$ cat src/hw/rtl/sip_tre_pkg.sv
// Shared types, codes and constants of the SIP transaction retry engine.
`timescale 1ns / 1ps

package sip_tre_pkg;

  localparam int TICK_W         = 24;
  localparam int RETRY_W        = 5;
  localparam int TIMER_BITS_DEF = 24;
  localparam int QUEUE_DEPTH    = 2;
  localparam int CFG_ADDR_W     = 5;
  localparam int CFG_DATA_W     = 32;
  localparam int REG_IDX_W      = 3;

  localparam logic [RETRY_W-1:0] RETRY_SAT = 5'd31;

  // Reset values of the configuration registers
  localparam logic [TICK_W-1:0]  RETRY_MIN_RST       = 24'd500;
  localparam logic [TICK_W-1:0]  RETRY_MAX_RST       = 24'd4000;
  localparam logic [RETRY_W-1:0] MAX_RETRIES_RST     = 5'd7;
  localparam logic [TICK_W-1:0]  REQ_TIMEOUT_RST     = 24'd32000;
  localparam logic [TICK_W-1:0]  CLEANUP_RST         = 24'd5000;
  localparam logic [TICK_W-1:0]  ACK_WAIT_RST        = 24'd32000;
  localparam logic [TICK_W-1:0]  INVITE_EXPIRY_RST   = 24'd180000;
  localparam logic               INVITE_MODE_RST     = 1'b0;

  typedef enum logic [REG_IDX_W-1:0] {
    REG_RETRY_MIN     = 3'd0,
    REG_RETRY_MAX     = 3'd1,
    REG_MAX_RETRIES   = 3'd2,
    REG_REQ_TIMEOUT   = 3'd3,
    REG_CLEANUP       = 3'd4,
    REG_ACK_WAIT      = 3'd5,
    REG_INVITE_EXPIRY = 3'd6,
    REG_INVITE_MODE   = 3'd7
  } reg_idx_t;

  typedef enum logic [1:0] {
    OP_START    = 2'd0,
    OP_CANCEL   = 2'd1,
    OP_RESPONSE = 2'd2,
    OP_TICK     = 2'd3
  } op_t;

  typedef enum logic [3:0] {
    PH_IDLE       = 4'd0,
    PH_TRYING     = 4'd1,
    PH_PROCEEDING = 4'd2,
    PH_CANCELLING = 4'd3,
    PH_COMPLETED  = 4'd4,
    PH_SUCCESS    = 4'd5,
    PH_TIMEOUT    = 4'd6,
    PH_RETRIES    = 4'd7,
    PH_TRANSPORT  = 4'd8,
    PH_CANCELLED  = 4'd9
  } phase_t;

  typedef enum logic [1:0] {
    SEND_NONE    = 2'd0,
    SEND_REQUEST = 2'd1,
    SEND_CANCEL  = 2'd2,
    SEND_ACK     = 2'd3
  } send_t;

  typedef struct packed {
    logic [TICK_W-1:0]  retry_min;
    logic [TICK_W-1:0]  retry_max;
    logic [RETRY_W-1:0] max_retries;
    logic [TICK_W-1:0]  req_timeout;
    logic [TICK_W-1:0]  cleanup;
    logic [TICK_W-1:0]  ack_wait;
    logic [TICK_W-1:0]  invite_expiry;
    logic               invite_mode;
  } cfg_t;

  // Classified request handed from the front to the back
  typedef struct packed {
    op_t  op;
    logic link_ok;
    logic final_resp;
    logic cseq_is_cancel;
    logic cseq_matches;
  } req_t;

  typedef struct packed {
    phase_t             txn_state;
    send_t              send_kind;
    logic               pass_response;
    logic               report_failure;
    logic               finished;
    logic               refused;
    logic [RETRY_W-1:0] retries_done;
  } res_t;

endpackage

$ cat src/hw/rtl/sip_transaction_retry_engine_top.sv
// SIP client transaction retry engine, top level.
// An event passes the front stage, the middle queue, the engine's request register
// and the result queue before it shows on the result ports. The engine loads a request
// only after executing the last (the backoff interval is registered from the retry count between them).
// Reset (rst, synchronous): queues empty, phase idle, timers stopped,
// registers at their default values.
`timescale 1ns / 1ps

module sip_transaction_retry_engine_top import sip_tre_pkg::*; #(
  parameter int TIMER_BITS = TIMER_BITS_DEF
) (
  input  logic                  clk,
  input  logic                  rst,
  input  logic                  push,
  output logic                  full,
  input  logic [1:0]            op,
  input  logic                  link_ok,
  input  logic [2:0]            status_class,
  input  logic                  cseq_is_cancel,
  input  logic                  cseq_matches,
  output logic                  empty,
  input  logic                  pop,
  output logic [3:0]            txn_state,
  output logic [1:0]            send_kind,
  output logic                  pass_response,
  output logic                  report_failure,
  output logic                  finished,
  output logic                  refused,
  output logic [RETRY_W-1:0]    retries_done,
  input  logic                  psel,
  input  logic                  penable,
  input  logic                  pwrite,
  input  logic [CFG_ADDR_W-1:0] paddr,
  input  logic [CFG_DATA_W-1:0] pwdata,
  output logic [CFG_DATA_W-1:0] prdata,
  output logic                  pready
);

  cfg_t cfg;
  req_t front_req;
  req_t mid_head;
  logic front_push;
  logic mid_full;
  logic mid_empty;
  logic mid_pop;
  res_t back_res;
  res_t out_head;
  logic res_push;
  logic res_full;

  sip_tre_regs u_regs (
    .clk     (clk),
    .rst     (rst),
    .psel    (psel),
    .penable (penable),
    .pwrite  (pwrite),
    .paddr   (paddr),
    .pwdata  (pwdata),
    .prdata  (prdata),
    .pready  (pready),
    .cfg     (cfg)
  );

  sip_tre_front u_front (
    .clk            (clk),
    .rst            (rst),
    .push           (push),
    .full           (full),
    .op             (op),
    .link_ok        (link_ok),
    .status_class   (status_class),
    .cseq_is_cancel (cseq_is_cancel),
    .cseq_matches   (cseq_matches),
    .q_push         (front_push),
    .q_data         (front_req),
    .q_full         (mid_full)
  );

  // Decoupling queue between front and back
  sip_tre_fifo #(
    .WIDTH ($bits(req_t)),
    .DEPTH (QUEUE_DEPTH)
  ) u_mid_q (
    .clk   (clk),
    .rst   (rst),
    .push  (front_push),
    .wdata (front_req),
    .full  (mid_full),
    .pop   (mid_pop),
    .empty (mid_empty),
    .rdata (mid_head)
  );

  sip_tre_back #(
    .TIMER_BITS (TIMER_BITS)
  ) u_back (
    .clk      (clk),
    .rst      (rst),
    .cfg      (cfg),
    .q_head   (mid_head),
    .q_valid  (!mid_empty),
    .q_pop    (mid_pop),
    .res_full (res_full),
    .res_push (res_push),
    .res      (back_res)
  );

  // Result queue toward the consumer
  sip_tre_fifo #(
    .WIDTH ($bits(res_t)),
    .DEPTH (QUEUE_DEPTH)
  ) u_out_q (
    .clk   (clk),
    .rst   (rst),
    .push  (res_push),
    .wdata (back_res),
    .full  (res_full),
    .pop   (pop),
    .empty (empty),
    .rdata (out_head)
  );

  assign txn_state      = out_head.txn_state;
  assign send_kind      = out_head.send_kind;
  assign pass_response  = out_head.pass_response;
  assign report_failure = out_head.report_failure;
  assign finished       = out_head.finished;
  assign refused        = out_head.refused;
  assign retries_done   = out_head.retries_done;

endmodule

$ cat src/hw/rtl/sip_tre_fifo.sv
// Small register queue used between the engine stages.
`timescale 1ns / 1ps

module sip_tre_fifo #(
  parameter int WIDTH = 8,
  parameter int DEPTH = 2
) (
  input  logic             clk,
  input  logic             rst,
  input  logic             push,
  input  logic [WIDTH-1:0] wdata,
  output logic             full,
  input  logic             pop,
  output logic             empty,
  output logic [WIDTH-1:0] rdata
);

  localparam int PTR_W = $clog2(DEPTH);
  localparam int CNT_W = $clog2(DEPTH + 1);

  logic [WIDTH-1:0] slots [DEPTH];
  logic [PTR_W-1:0] wr_ptr;
  logic [PTR_W-1:0] rd_ptr;
  logic [CNT_W-1:0] count;
  logic             do_push;
  logic             do_pop;

  assign full    = (count == CNT_W'(DEPTH));
  assign empty   = (count == '0);
  assign do_push = push && !full;
  assign do_pop  = pop && !empty;
  assign rdata   = slots[rd_ptr];

  // Advance pointers and occupancy
  always_ff @(posedge clk) begin
    if (rst) begin
      wr_ptr <= '0;
      rd_ptr <= '0;
      count  <= '0;
    end else begin
      if (do_push) begin
        wr_ptr <= (wr_ptr == PTR_W'(DEPTH - 1)) ? '0 : wr_ptr + PTR_W'(1);
      end
      if (do_pop) begin
        rd_ptr <= (rd_ptr == PTR_W'(DEPTH - 1)) ? '0 : rd_ptr + PTR_W'(1);
      end
      if (do_push && !do_pop) begin
        count <= count + CNT_W'(1);
      end else if (do_pop && !do_push) begin
        count <= count - CNT_W'(1);
      end
    end
  end

  // Store the incoming entry
  always_ff @(posedge clk) begin
    if (do_push) begin
      slots[wr_ptr] <= wdata;
    end
  end

endmodule

$ cat src/hw/rtl/sip_tre_regs.sv
// APB configuration register file of the retry engine.
`timescale 1ns / 1ps

module sip_tre_regs import sip_tre_pkg::*; (
  input  logic                  clk,
  input  logic                  rst,
  input  logic                  psel,
  input  logic                  penable,
  input  logic                  pwrite,
  input  logic [CFG_ADDR_W-1:0] paddr,
  input  logic [CFG_DATA_W-1:0] pwdata,
  output logic [CFG_DATA_W-1:0] prdata,
  output logic                  pready,
  output cfg_t                  cfg
);

  reg_idx_t idx;
  logic     wr_en;

  assign idx    = reg_idx_t'(paddr[CFG_ADDR_W-1:2]);
  assign wr_en  = psel && penable && pwrite;
  assign pready = 1'b1;

  // Write the addressed register
  always_ff @(posedge clk) begin
    if (rst) begin
      cfg.retry_min     <= RETRY_MIN_RST;
      cfg.retry_max     <= RETRY_MAX_RST;
      cfg.max_retries   <= MAX_RETRIES_RST;
      cfg.req_timeout   <= REQ_TIMEOUT_RST;
      cfg.cleanup       <= CLEANUP_RST;
      cfg.ack_wait      <= ACK_WAIT_RST;
      cfg.invite_expiry <= INVITE_EXPIRY_RST;
      cfg.invite_mode   <= INVITE_MODE_RST;
    end else if (wr_en) begin
      case (idx)
        REG_RETRY_MIN:     cfg.retry_min     <= pwdata[TICK_W-1:0];
        REG_RETRY_MAX:     cfg.retry_max     <= pwdata[TICK_W-1:0];
        REG_MAX_RETRIES:   cfg.max_retries   <= pwdata[RETRY_W-1:0];
        REG_REQ_TIMEOUT:   cfg.req_timeout   <= pwdata[TICK_W-1:0];
        REG_CLEANUP:       cfg.cleanup       <= pwdata[TICK_W-1:0];
        REG_ACK_WAIT:      cfg.ack_wait      <= pwdata[TICK_W-1:0];
        REG_INVITE_EXPIRY: cfg.invite_expiry <= pwdata[TICK_W-1:0];
        REG_INVITE_MODE:   cfg.invite_mode   <= pwdata[0];
        default: ;
      endcase
    end
  end

  // Return the addressed register
  always_comb begin
    case (idx)
      REG_RETRY_MIN:     prdata = CFG_DATA_W'(cfg.retry_min);
      REG_RETRY_MAX:     prdata = CFG_DATA_W'(cfg.retry_max);
      REG_MAX_RETRIES:   prdata = CFG_DATA_W'(cfg.max_retries);
      REG_REQ_TIMEOUT:   prdata = CFG_DATA_W'(cfg.req_timeout);
      REG_CLEANUP:       prdata = CFG_DATA_W'(cfg.cleanup);
      REG_ACK_WAIT:      prdata = CFG_DATA_W'(cfg.ack_wait);
      REG_INVITE_EXPIRY: prdata = CFG_DATA_W'(cfg.invite_expiry);
      REG_INVITE_MODE:   prdata = CFG_DATA_W'(cfg.invite_mode);
      default:           prdata = '0;
    endcase
  end

endmodule

$ cat src/hw/rtl/sip_tre_front.sv
// Front end: accepts events, classifies them and queues them for the engine.
`timescale 1ns / 1ps

module sip_tre_front import sip_tre_pkg::*; (
  input  logic       clk,
  input  logic       rst,
  input  logic       push,
  output logic       full,
  input  logic [1:0] op,
  input  logic       link_ok,
  input  logic [2:0] status_class,
  input  logic       cseq_is_cancel,
  input  logic       cseq_matches,
  output logic       q_push,
  output req_t       q_data,
  input  logic       q_full
);

  logic stage_valid;
  logic take;

  // Stage drains whenever the queue has room
  assign q_push = stage_valid;
  assign full   = stage_valid && q_full;
  assign take   = push && !full;

  always_ff @(posedge clk) begin
    if (rst) begin
      stage_valid <= 1'b0;
    end else if (take) begin
      stage_valid <= 1'b1;
    end else if (!q_full) begin
      stage_valid <= 1'b0;
    end
  end

  // Classify: anything but a provisional class counts as final
  always_ff @(posedge clk) begin
    if (take) begin
      q_data.op             <= op_t'(op);
      q_data.link_ok        <= link_ok;
      q_data.final_resp     <= (status_class != 3'd1);
      q_data.cseq_is_cancel <= cseq_is_cancel;
      q_data.cseq_matches   <= cseq_matches;
    end
  end

endmodule

$ cat src/hw/rtl/sip_tre_back.sv
// Back end: transaction state, retry and completion timers, send commands.
`timescale 1ns / 1ps

module sip_tre_back import sip_tre_pkg::*; #(
  parameter int TIMER_BITS = TIMER_BITS_DEF
) (
  input  logic clk,
  input  logic rst,
  input  cfg_t cfg,
  input  req_t q_head,
  input  logic q_valid,
  output logic q_pop,
  input  logic res_full,
  output logic res_push,
  output res_t res
);

  localparam int IV_W = TICK_W + 31;

  req_t                  req;
  logic                  req_valid;
  logic                  exec;

  phase_t                phase, phase_next;
  logic [RETRY_W-1:0]    retry_count, count_next, count_sat;
  logic [TIMER_BITS-1:0] retry_left, rleft_next;
  logic                  retry_armed, rarmed_next;
  logic [TIMER_BITS-1:0] finish_left, fleft_next;
  logic                  finish_armed, farmed_next;

  logic [IV_W-1:0]       iv_wide;
  logic [TICK_W-1:0]     iv_reg;

  logic                  live, cfire, rfire, term;
  phase_t                term_to;
  send_t                 send;
  logic                  pass, fin, refuse;

  // Load a request only into an empty stage, so the interval register
  // always reflects the retry count left by the previous request
  assign q_pop    = q_valid && !req_valid;
  assign exec     = req_valid && !res_full;
  assign res_push = exec;

  always_ff @(posedge clk) begin
    if (rst) begin
      req_valid <= 1'b0;
    end else if (q_pop) begin
      req_valid <= 1'b1;
    end else if (exec) begin
      req_valid <= 1'b0;
    end
  end

  always_ff @(posedge clk) begin
    if (q_pop) begin
      req <= q_head;
    end
  end

  // Precompute the next backoff interval: min << (count + 1), capped at max
  assign count_sat = (retry_count == RETRY_SAT) ? retry_count : retry_count + RETRY_W'(1);
  assign iv_wide   = IV_W'(cfg.retry_min) << count_sat;

  always_ff @(posedge clk) begin
    iv_reg <= (iv_wide > IV_W'(cfg.retry_max)) ? cfg.retry_max : iv_wide[TICK_W-1:0];
  end

  // Next state and result of the current request
  always_comb begin
    phase_next  = phase;
    count_next  = retry_count;
    rleft_next  = retry_left;
    rarmed_next = retry_armed;
    fleft_next  = finish_left;
    farmed_next = finish_armed;
    send        = SEND_NONE;
    pass        = 1'b0;
    fin         = 1'b0;
    refuse      = 1'b0;
    term        = 1'b0;
    term_to     = PH_TRANSPORT;
    live        = (phase >= PH_TRYING) && (phase <= PH_COMPLETED);
    cfire       = finish_armed && (finish_left <= TIMER_BITS'(1));
    rfire       = retry_armed && (retry_left <= TIMER_BITS'(1));

    case (req.op)
      OP_START: begin
        if (phase != PH_IDLE) begin
          refuse = 1'b1;
        end else begin
          phase_next  = PH_TRYING;
          count_next  = '0;
          rleft_next  = TIMER_BITS'(cfg.retry_min);
          rarmed_next = 1'b1;
          fleft_next  = TIMER_BITS'(cfg.req_timeout);
          farmed_next = 1'b1;
          send        = SEND_REQUEST;
          if (!req.link_ok) begin
            term = 1'b1;
          end
        end
      end
      OP_CANCEL: begin
        if (phase == PH_IDLE || phase >= PH_CANCELLING) begin
          refuse = 1'b1;
        end else begin
          send = SEND_CANCEL;
          if (!req.link_ok) begin
            term = 1'b1;
          end else begin
            phase_next  = PH_CANCELLING;
            count_next  = '0;
            rleft_next  = TIMER_BITS'(cfg.retry_min);
            rarmed_next = 1'b1;
          end
        end
      end
      OP_RESPONSE: begin
        if (live) begin
          if (req.cseq_is_cancel) begin
            term    = 1'b1;
            term_to = PH_CANCELLED;
          end else if (req.cseq_matches) begin
            if (!req.final_resp) begin
              // Provisional: ignored once completed
              if (phase != PH_COMPLETED) begin
                pass        = 1'b1;
                phase_next  = PH_PROCEEDING;
                count_next  = '0;
                farmed_next = 1'b1;
                if (cfg.invite_mode) begin
                  rarmed_next = 1'b0;
                  rleft_next  = '0;
                  fleft_next  = TIMER_BITS'(cfg.invite_expiry);
                end else begin
                  rleft_next  = TIMER_BITS'(cfg.retry_max);
                  rarmed_next = 1'b1;
                  fleft_next  = TIMER_BITS'(cfg.req_timeout);
                end
              end
            end else begin
              if (cfg.invite_mode) begin
                send = SEND_ACK;
              end
              if (cfg.invite_mode && !req.link_ok) begin
                term = 1'b1;
              end else begin
                pass        = (phase < PH_COMPLETED);
                phase_next  = PH_COMPLETED;
                fin         = 1'b1;
                rarmed_next = 1'b0;
                rleft_next  = '0;
                fleft_next  = cfg.invite_mode ? TIMER_BITS'(cfg.ack_wait)
                                              : TIMER_BITS'(cfg.cleanup);
                farmed_next = 1'b1;
              end
            end
          end
        end
      end
      OP_TICK: begin
        if (live) begin
          if (finish_armed) begin
            fleft_next = cfire ? '0 : finish_left - TIMER_BITS'(1);
          end
          if (retry_armed) begin
            rleft_next = rfire ? '0 : retry_left - TIMER_BITS'(1);
          end
          // Completion expiry wins over a retry due on the same tick
          if (cfire) begin
            term    = 1'b1;
            term_to = (phase == PH_COMPLETED) ? PH_SUCCESS : PH_TIMEOUT;
          end else if (rfire) begin
            rarmed_next = 1'b0;
            count_next  = count_sat;
            if (count_sat >= cfg.max_retries) begin
              term    = 1'b1;
              term_to = PH_RETRIES;
            end else begin
              send = (phase == PH_CANCELLING) ? SEND_CANCEL : SEND_REQUEST;
              if (!req.link_ok) begin
                term = 1'b1;
              end else begin
                rleft_next  = TIMER_BITS'(iv_reg);
                rarmed_next = 1'b1;
              end
            end
          end
        end
      end
      default: ;
    endcase

    // Terminal entry: stop both timers and release the waiter
    if (term) begin
      phase_next  = term_to;
      rarmed_next = 1'b0;
      rleft_next  = '0;
      farmed_next = 1'b0;
      fleft_next  = '0;
      fin         = 1'b1;
    end

    res.txn_state      = phase_next;
    res.send_kind      = send;
    res.pass_response  = pass;
    res.report_failure = term && (term_to != PH_SUCCESS);
    res.finished       = fin;
    res.refused        = refuse;
    res.retries_done   = count_next;
  end

  // Commit state on each executed request
  always_ff @(posedge clk) begin
    if (rst) begin
      phase        <= PH_IDLE;
      retry_count  <= '0;
      retry_left   <= '0;
      retry_armed  <= 1'b0;
      finish_left  <= '0;
      finish_armed <= 1'b0;
    end else if (exec) begin
      phase        <= phase_next;
      retry_count  <= count_next;
      retry_left   <= rleft_next;
      retry_armed  <= rarmed_next;
      finish_left  <= fleft_next;
      finish_armed <= farmed_next;
    end
  end

endmodule

$ cat config.mk
export PLATFORM = sky130hd
export DESIGN_NAME = sip_transaction_retry_engine_top
export DESIGN_NICKNAME = d
export VERILOG_FILES = /design/src/hw/rtl/sip_tre_pkg.sv /design/src/hw/rtl/sip_transaction_retry_engine_top.sv /design/src/hw/rtl/sip_tre_fifo.sv /design/src/hw/rtl/sip_tre_regs.sv /design/src/hw/rtl/sip_tre_front.sv /design/src/hw/rtl/sip_tre_back.sv
export SDC_FILE = /design/constraint.sdc
export NUM_CORES = 1
export LEC_CHECK = 0
export BUFFER_PORTS_ARGS = -buffer_cell sky130_fd_sc_hd__buf_2
export CORE_ASPECT_RATIO = 0.9
export CORE_MARGIN = 1
export CORE_UTILIZATION = 60
export DETAILED_ROUTE_END_ITERATION = 6
export HOLD_SLACK_MARGIN = 0.05
export PLACE_DENSITY_LB_ADDON = 0.1
export SETUP_SLACK_MARGIN = 0.05
export SYNTH_ARGS = -nofsm -noshare
export SYNTH_HDL_FRONTEND = slang
export SYNTH_SLANG_ARGS = --single-unit
$ cat constraint.sdc
create_clock -name clk -period 5.1 [get_ports clk]
set_clock_uncertainty 0.2 [all_clocks]
set_input_delay 0.255 -clock clk [delete_from_list [all_inputs] [get_ports clk]]
set_output_delay 0.255 -clock clk [all_outputs]
set_load 0.1 [all_outputs]
# [Word-level counts from Yosys, hierarchy flattened]
# Memory sizes are Yosys's and may differ from the RTL's. A register that Yosys moved wholly into a read port is not among the register bits.
# Index checks and enable logic that the tools add are counted.
# W data, S select, Z words.
[classes] n_addsub=11 magnitude_cmp=8 eq_ne=31 shifts=1 muxes=153 n_reduce_logical=54
[ops] op="$mux W24" n=32
[ops] op="$pmux W32 S8" n=1
[ops] op="$pmux W24 S4" n=1
[ops] op="$pmux W24 S3" n=1
[ops] op="$mux W1" n=67
[ops] op="$mux W4" n=15
[ops] op="$mux W5" n=12
[ops] op="$gt A55 B24 Y1" n=1
[ops] op="$shl A24 B5 Y55" n=1
[ops] op="$le A24 B1 Y1 const B" n=2
[ops] op="$sub A24 B1 Y24 const B" n=2
[ops] op="$mux W2" n=16
[ops] op="$ne A3 B1 Y1 const B" n=7
[ops] op="$pmux W5 S4" n=1
[ops] op="$reduce_and A10 Y1" n=2
[ops] op="$logic_and A1 B1 Y1" n=19
[ops] op="$reduce_and A2 Y1" n=8
[ops] op="$eq A3 B3 Y1 const B" n=4
[ops] op="$pmux W4 S3" n=1
[ops] op="$reduce_and A12 Y1" n=1
[ops] op="$logic_not A1 Y1" n=11
[ops] op="$eq A2 B2 Y1 const B" n=4
[ops] op="$ne A4 B3 Y1 const B" n=2
[ops] op="$pmux W1 S4" n=2
[ops] op="other kinds (31)" n=45
[word_totals] regBits=249 ramBits=42 output_inout_bits=50 n_memories=2
[memory_table] name="u_out_q.slots" words=2 word_bits=15 read_ports=1 rd_clocked_by_memory_dff=1 wr=1 line="sip_tre_fifo.sv:21" text="logic [WIDTH-1:0] slots [DEPTH];"
[memory_table] name="u_mid_q.slots" words=2 word_bits=6 read_ports=1 rd_clocked_by_memory_dff=1 wr=1 line="sip_tre_fifo.sv:21"

# [Logic depth before layout (Yosys ltp)]
[logic_depth] depth_word=11 ltp_mapped=23 ltp_nobuf=19

# [By module]
# Synthesis repeated with hierarchy kept, for this count alone.
[unflattened] cells_unflattened=2115 area_unflattened_um2=19135.9
[modules_own_cells] mod="sip_tre_back" instances=1 cells_each=1185 area_per_inst_um2=9441.6 seq_area_each_um2=1861.8
[modules_own_cells] mod="sip_tre_regs" instances=1 cells_each=801 area_per_inst_um2=7513.5 seq_area_each_um2=3002.9
[modules_own_cells] mod="sip_tre_fifo at u_out_q" instances=1 cells_each=72 area_per_inst_um2=1297.5 seq_area_each_um2=1001.0
[modules_own_cells] mod="sip_tre_fifo at u_mid_q" instances=1 cells_each=44 area_per_inst_um2=649.4 seq_area_each_um2=460.4
[modules_own_cells] mod="sip_tre_front" instances=1 cells_each=12 area_per_inst_um2=230.2 seq_area_each_um2=200.2
[modules_own_cells] mod="sip_transaction_retry_engine_top" instances=1 cells_each=1 area_per_inst_um2=3.8 seq_area_each_um2=0.0

# [Worst setup path before layout]
# OpenSTA, ideal clock, no wires.
[synth_timing] kind="register to register" startpoint="register u_back.retry_count[0]" endpoint="register u_back.iv_reg[14]" setup_ns=0.123 arrival_time_ns=4.295 path_slack_ns=0.481 stages_incl_launch_ff=23 n_path_buf=4 path_cell_list="dfxtp_1 -> ha_1 -> buf_2 -> buf_4 -> buf_2 -> nor2_1 -> mux4_2 -> a21oi_1 -> nand2_1 -> nand2_1 -> a21oi_1 -> o21ai_0 -> ha_1 -> a21oi_1 -> o21ai_0 -> a21o_1 -> a211oi_1 -> o21bai_1 -> o211ai_1 -> o2111a_1 -> o2111ai_2 -> buf_2 -> mux2_1"
[synth_via] elab_chain_len=5 elab_cells_between_ends=6 classes_between="1 x add/sub; 1 x order compare; 1 x eq/ne; 1 x shift; 2 x mux"
[synth_rtl] element="start, declared" line="sip_tre_back.sv:25" text="logic [RETRY_W-1:0] retry_count, count_next, count_sat;"
[synth_rtl] element="start signal, assigned" line="sip_tre_back.sv:225" text="retry_count <= count_next;"
[synth_rtl] element="$add A5 B1 Y5 or $eq A5 B5 Y1 (tied branches)" line="sip_tre_back.sv:62" text="assign count_sat = (retry_count == RETRY_SAT) ? retry_count : retry_count + RETRY_W'(1);"
[synth_rtl] element="$mux W5 *" line="sip_tre_back.sv:62"
[synth_rtl] element="$shl A24 B5 Y55 *" line="sip_tre_back.sv:63" text="assign iv_wide = IV_W'(cfg.retry_min) << count_sat;"
[synth_rtl] element="$gt A55 B24 Y1" line="sip_tre_back.sv:66" text="iv_reg <= (iv_wide > IV_W'(cfg.retry_max)) ? cfg.retry_max : iv_wide[TICK_W-1:0];"
[synth_rtl] element="$mux W24 *" line="sip_tre_back.sv:66"
[synth_rtl] element="end signal, assigned" line="sip_tre_back.sv:66"
[synth_rtl] element="end, declared" line="sip_tre_back.sv:32" text="logic [TICK_W-1:0] iv_reg;"
# Every way passes the cells marked *; elsewhere a longest branch is shown, timed or not.
# A chain may end at the register's enable or synchronous reset.

# [Worst setup path after layout]
[layout_timing] startpoint="register u_back.retry_count[1]" endpoint="register u_back.iv_reg[8]"
# The elaborated chain is that of the path after synthesis.

==> flow_summary.json <==
{
  "max-slew-margin-rel_pct": 22.74,
  "r2r-end": "u_back.iv_reg[8]$_DFF_P_",
  "io_pins": 102,
  "syn_area_per_cell_um2": 8.170,
  "finalHoldViolCount": 0,
  "synth_ff_type": "dfxtp_1",
  "clock_latency_ns": 0.57,
  "crit_fanout": 24,
  "synth_cell_types": 91,
  "postSynthCellCount": 2208,
  "net-switching-power_uw": 5586,
  "regMostFlops": "u_regs.cfg",
  "grt_pass1_wl_mm": 97.65,
  "avgRoutedWirePerCell_um": 24.14,
  "seqPwrFrac_pct": 24.4,
  "start_util_pct": 61.71,
  "rsz0062_at_grt": "false",
  "die_x_um": 184.8,
  "cts_made_buffers": 31,
  "power_frac_comb_pct": 56.4,
  "reg2reg_from": "u_back.retry_count[1]$_SDFFE_PP0P_",
  "setup-tns-final_ns": 0,
  "num_rows": 59,
  "cts_sinks": 298,
  "p_leak_uw": 0.007691,
  "timing.reg2reg.setup_slack_ns": 0.25,
  "syn_to_final_growth_pct": 13.32,
  "drc": 6,
  "die_h_um": 166.5,
  "ys.warnings.count": 0,
  "worst_slew_pin_slew_ns": 1.155,
  "io_buffers": 82,
  "peakVddDrop_uv": 398.3,
  "ys_seq_area_share_pct": 36.07,
  "largest_register_ffs": 150,
  "swShare_pct": 45.64,
  "viasPerCell": 6.609,
  "power_frac_clock_pct": 19.2,
  "synth-edff-count": 54,
  "min_to": "u_front.q_data[0]$_DFFE_PP_",
  "critical_path_class": "reg -> reg",
  "hold_path_class": "in -> reg",
  "whs_path_depth": 2,
  "critPathRequiredTime_ns": 5.35,
  "period_minus_slack_ns": 4.854,
  "drt_iter0_markers": 2165,
  "reg_top3": "u_regs.cfg (150), u_out_q.slots (30)",
  "cts_max_level": 1,
  "fin_nets": 2353,
  "p_int_uw": 6653,
  "die_area_um2": 30770,
  "drive_gt1_share_pct": 15.28,
  "ys_seq_elements": 298,
  "power.density_nw_per_um2": 598.7,
  "antenna_found_initial": 5,
  "grt_use_total_pct": 41.59,
  "drtAntennaViolNets": 0,
  "drtPass1Iterations": 7,
  "hpwl_mm": 45.69,
  "cts_tree": "yes",
  "status": "finished with violations",
  "violations": "design-rule violations",
  "min_period_over_period_pct": 95.18,
  "root_buffer": "clkbuf_16",
  "hp-start": "cseq_matches",
  "crit_path_start_kind": "flop",
  "hold_ws_ns": 0.2032,
  "cts_buffer_depth": 3,
  "setup_viol_count_final": 0,
  "cap_viol_max_count": 0,
  "synthArstFlopShare_pct": 0,
  "globalRouteOverflowTotal": 0,
  "globalplace.congestion": 0.9737,
  "clk_pin_slew_ns": 0.06,
  "cp_data_arrival_time_ns": 5.10,
  "drt-total-wl_mm": 64.95,
  "drv_slew": 0,
  "synth_area_um2": 18040,
  "fmax_ghz": 0.2060,
  "rr_worst_depth": 19,
  "vias": 17780,
  "coreArea_um2": 29230,
  "grt_pass1_vias": 16710,
  "end_kind": "flop",
  "grt_start_max_net_pins": 126
}
## cell usage in the layout (no fill, tap or decap), drive strengths merged, types with 7 or more instances in the layout
cell / synthesis / final
nand3b: 33 / 33
nand4: 11 / 11
nor3b: 13 / 13
nor2b: 11 / 11
nor3: 50 / 50
o211ai: 11 / 11
a21o: 10 / 10
mux2i: 56 / 56
ha: 36 / 36
o22a: 8 / 8
clkbuf: 128 / 44
or2: 7 / 7
mux4: 37 / 37
a221oi: 30 / 30
nand2b: 15 / 15
buf: 64 / 174
nor4: 14 / 14
nand3: 49 / 49
dlygate4sd3: 0 / 34
o31ai: 8 / 8
a21oi: 252 / 252
inv: 64 / 65
o22ai: 33 / 33
a211oi: 18 / 18
clkinv: 2 / 12
xnor2: 23 / 23
a211o: 12 / 12
nor2: 166 / 166
mux2: 62 / 62
o21ai: 85 / 85
nand2: 398 / 398
edfxtp: 54 / 54
a31oi: 9 / 9
a22oi: 35 / 35
and3: 7 / 7
or3: 32 / 32
dfxtp: 244 / 244
conb: 2 / 9
xor2: 21 / 21
## worst max-delay path by stage
stage                     slack (ns)                               start  cells after the start                   endpoint
after CTS                       0.17  u_back.retry_count[1]$_SDFFE_PP0P_                     19   u_back.iv_reg[1]$_DFF_P_
after global routing            0.05  u_back.retry_count[1]$_SDFFE_PP0P_                     21   u_back.iv_reg[6]$_DFF_P_
final                           0.25  u_back.retry_count[1]$_SDFFE_PP0P_                     19   u_back.iv_reg[8]$_DFF_P_
after detailed placement        0.22  u_back.retry_count[0]$_SDFFE_PP0P_                     19   u_back.iv_reg[1]$_DFF_P_
after floorplan                 0.48  u_back.retry_count[0]$_SDFFE_PP0P_                     22  u_back.iv_reg[14]$_DFF_P_
after global placement          0.29  u_back.retry_count[0]$_SDFFE_PP0P_                     20   u_back.iv_reg[3]$_DFF_P_
## cells in the mapped netlist, drive strengths merged, types with 7 or more instances
cell | count | area, µm²
mux4 | 37 | 833.3
edfxtp | 54 | 1622
or3 | 32 | 200.2
a211o | 12 | 105.1
ha | 36 | 450.4
o22ai | 33 | 206.5
nor2 | 166 | 623.1
a221oi | 30 | 262.8
xor2 | 21 | 183.9
o211ai | 11 | 82.58
mux2 | 62 | 698.2
inv | 64 | 240.2
mux2i | 56 | 564.3
a22oi | 35 | 262.8
a21oi | 252 | 1261
xnor2 | 23 | 201.4
or2 | 7 | 43.80
buf | 64 | 356.6
nand2b | 15 | 93.84
nand2 | 398 | 1501
nand4 | 11 | 81.32
nor3 | 50 | 255.3
and3 | 7 | 43.79
nor2b | 11 | 68.82
a31oi | 9 | 56.30
dfxtp | 244 | 4885
nand3b | 33 | 247.7
a21o | 10 | 75.07
clkbuf | 128 | 481.7
o31ai | 8 | 73.82
nor4 | 14 | 87.58
o21ai | 85 | 429.2
o22a | 8 | 70.07
nand3 | 49 | 245.2
nor3b | 13 | 97.59
a211oi | 18 | 135.1
## worst max-delay path: stages, from the launching register on
cell,delay [ns]
dfxtp_1,0.42
ha_4,0.26
buf_12,0.16
mux2i_1,0.12
mux4_2,0.47
a21oi_1,0.25
mux2_2,0.28
a21oi_1,0.08
a21oi_1,0.25
ha_1,0.30
a21oi_1,0.17
o21ai_0,0.09
a21o_1,0.18
a211oi_1,0.23
o21bai_1,0.10
o211ai_1,0.21
o2111a_1,0.24
o2111ai_2,0.14
buf_12,0.21
mux2_1,0.33
## area by class of cell
cell class | instances | area (µm²)
diodes | 4 | 10.01
clock buffers | 43 | 890.9
clock inverters | 15 | 153.9
fillers | 2425 | 8790
inverters | 66 | 251.5
multi-input cells | 1659 | 10600
flip-flops and latches | 298 | 6507
well taps | 396 | 495.5
repair buffers | 209 | 1535
## per-stage QoR
step | total power [µW] | util, % | setup WS, ns | cell area (µm²) | cells
detailed placement | 9538 | 64.62 | 0.2192 | 18890 | 2591
floorplan | 7852 | - | 0.4813 | 18070 | 2215
global placement | 9452 | 64.62 | 0.2907 | 18890 | 2591
CTS | 11900 | 69.36 | 0.1676 | 20280 | 2683
finish | 12240 | 69.93 | 0.2459 | 20440 | 2690
global route | 12890 | 69.90 | 0.04677 | 20430 | 2686
## layer usage
| metal | vias to the layer above | track usage, % | part of all wire [%] |
|---|---|---|---|
| li1 | 8042 | - | - |
| met2 | 1185 | 58.63 | 42 |
| met4 | 4 | 17.71 | 4.0 |
| met5 | - | 3.360 | 0.24 |
| met1 | 8367 | 56.39 | 39 |
| met3 | 180 | 15.39 | 15 |
## timing repair
action	in CTS	in global routing
buffers inserted	0	2
gates resized for setup	0	23
endpoints found under the setup margin	0	25
hold buffers	34	0
endpoints found under the hold margin	170	0
## power groups by stage
stage	logic, µW	registers, µW	clock network (µW)
after floorplan	4960	2890	0
after global placement	6440	3010	0
after detailed placement	6510	3020	0
after CTS	6590	2970	2340
after global routing	7420	3020	2450
final	6900	2990	2350
## kinds of logic after synthesis
logic type	after synthesis	synth area share, %
mux	155	11.62
buf+inv	258	6.020
other cells	2	0.04163
flops	298	36.07
xor+xnor	44	2.136
simple gates	833	21.22
fa+ha+maj	36	2.497
compound gates	582	20.40
Note: power is estimated with default switching activity, not from simulation.
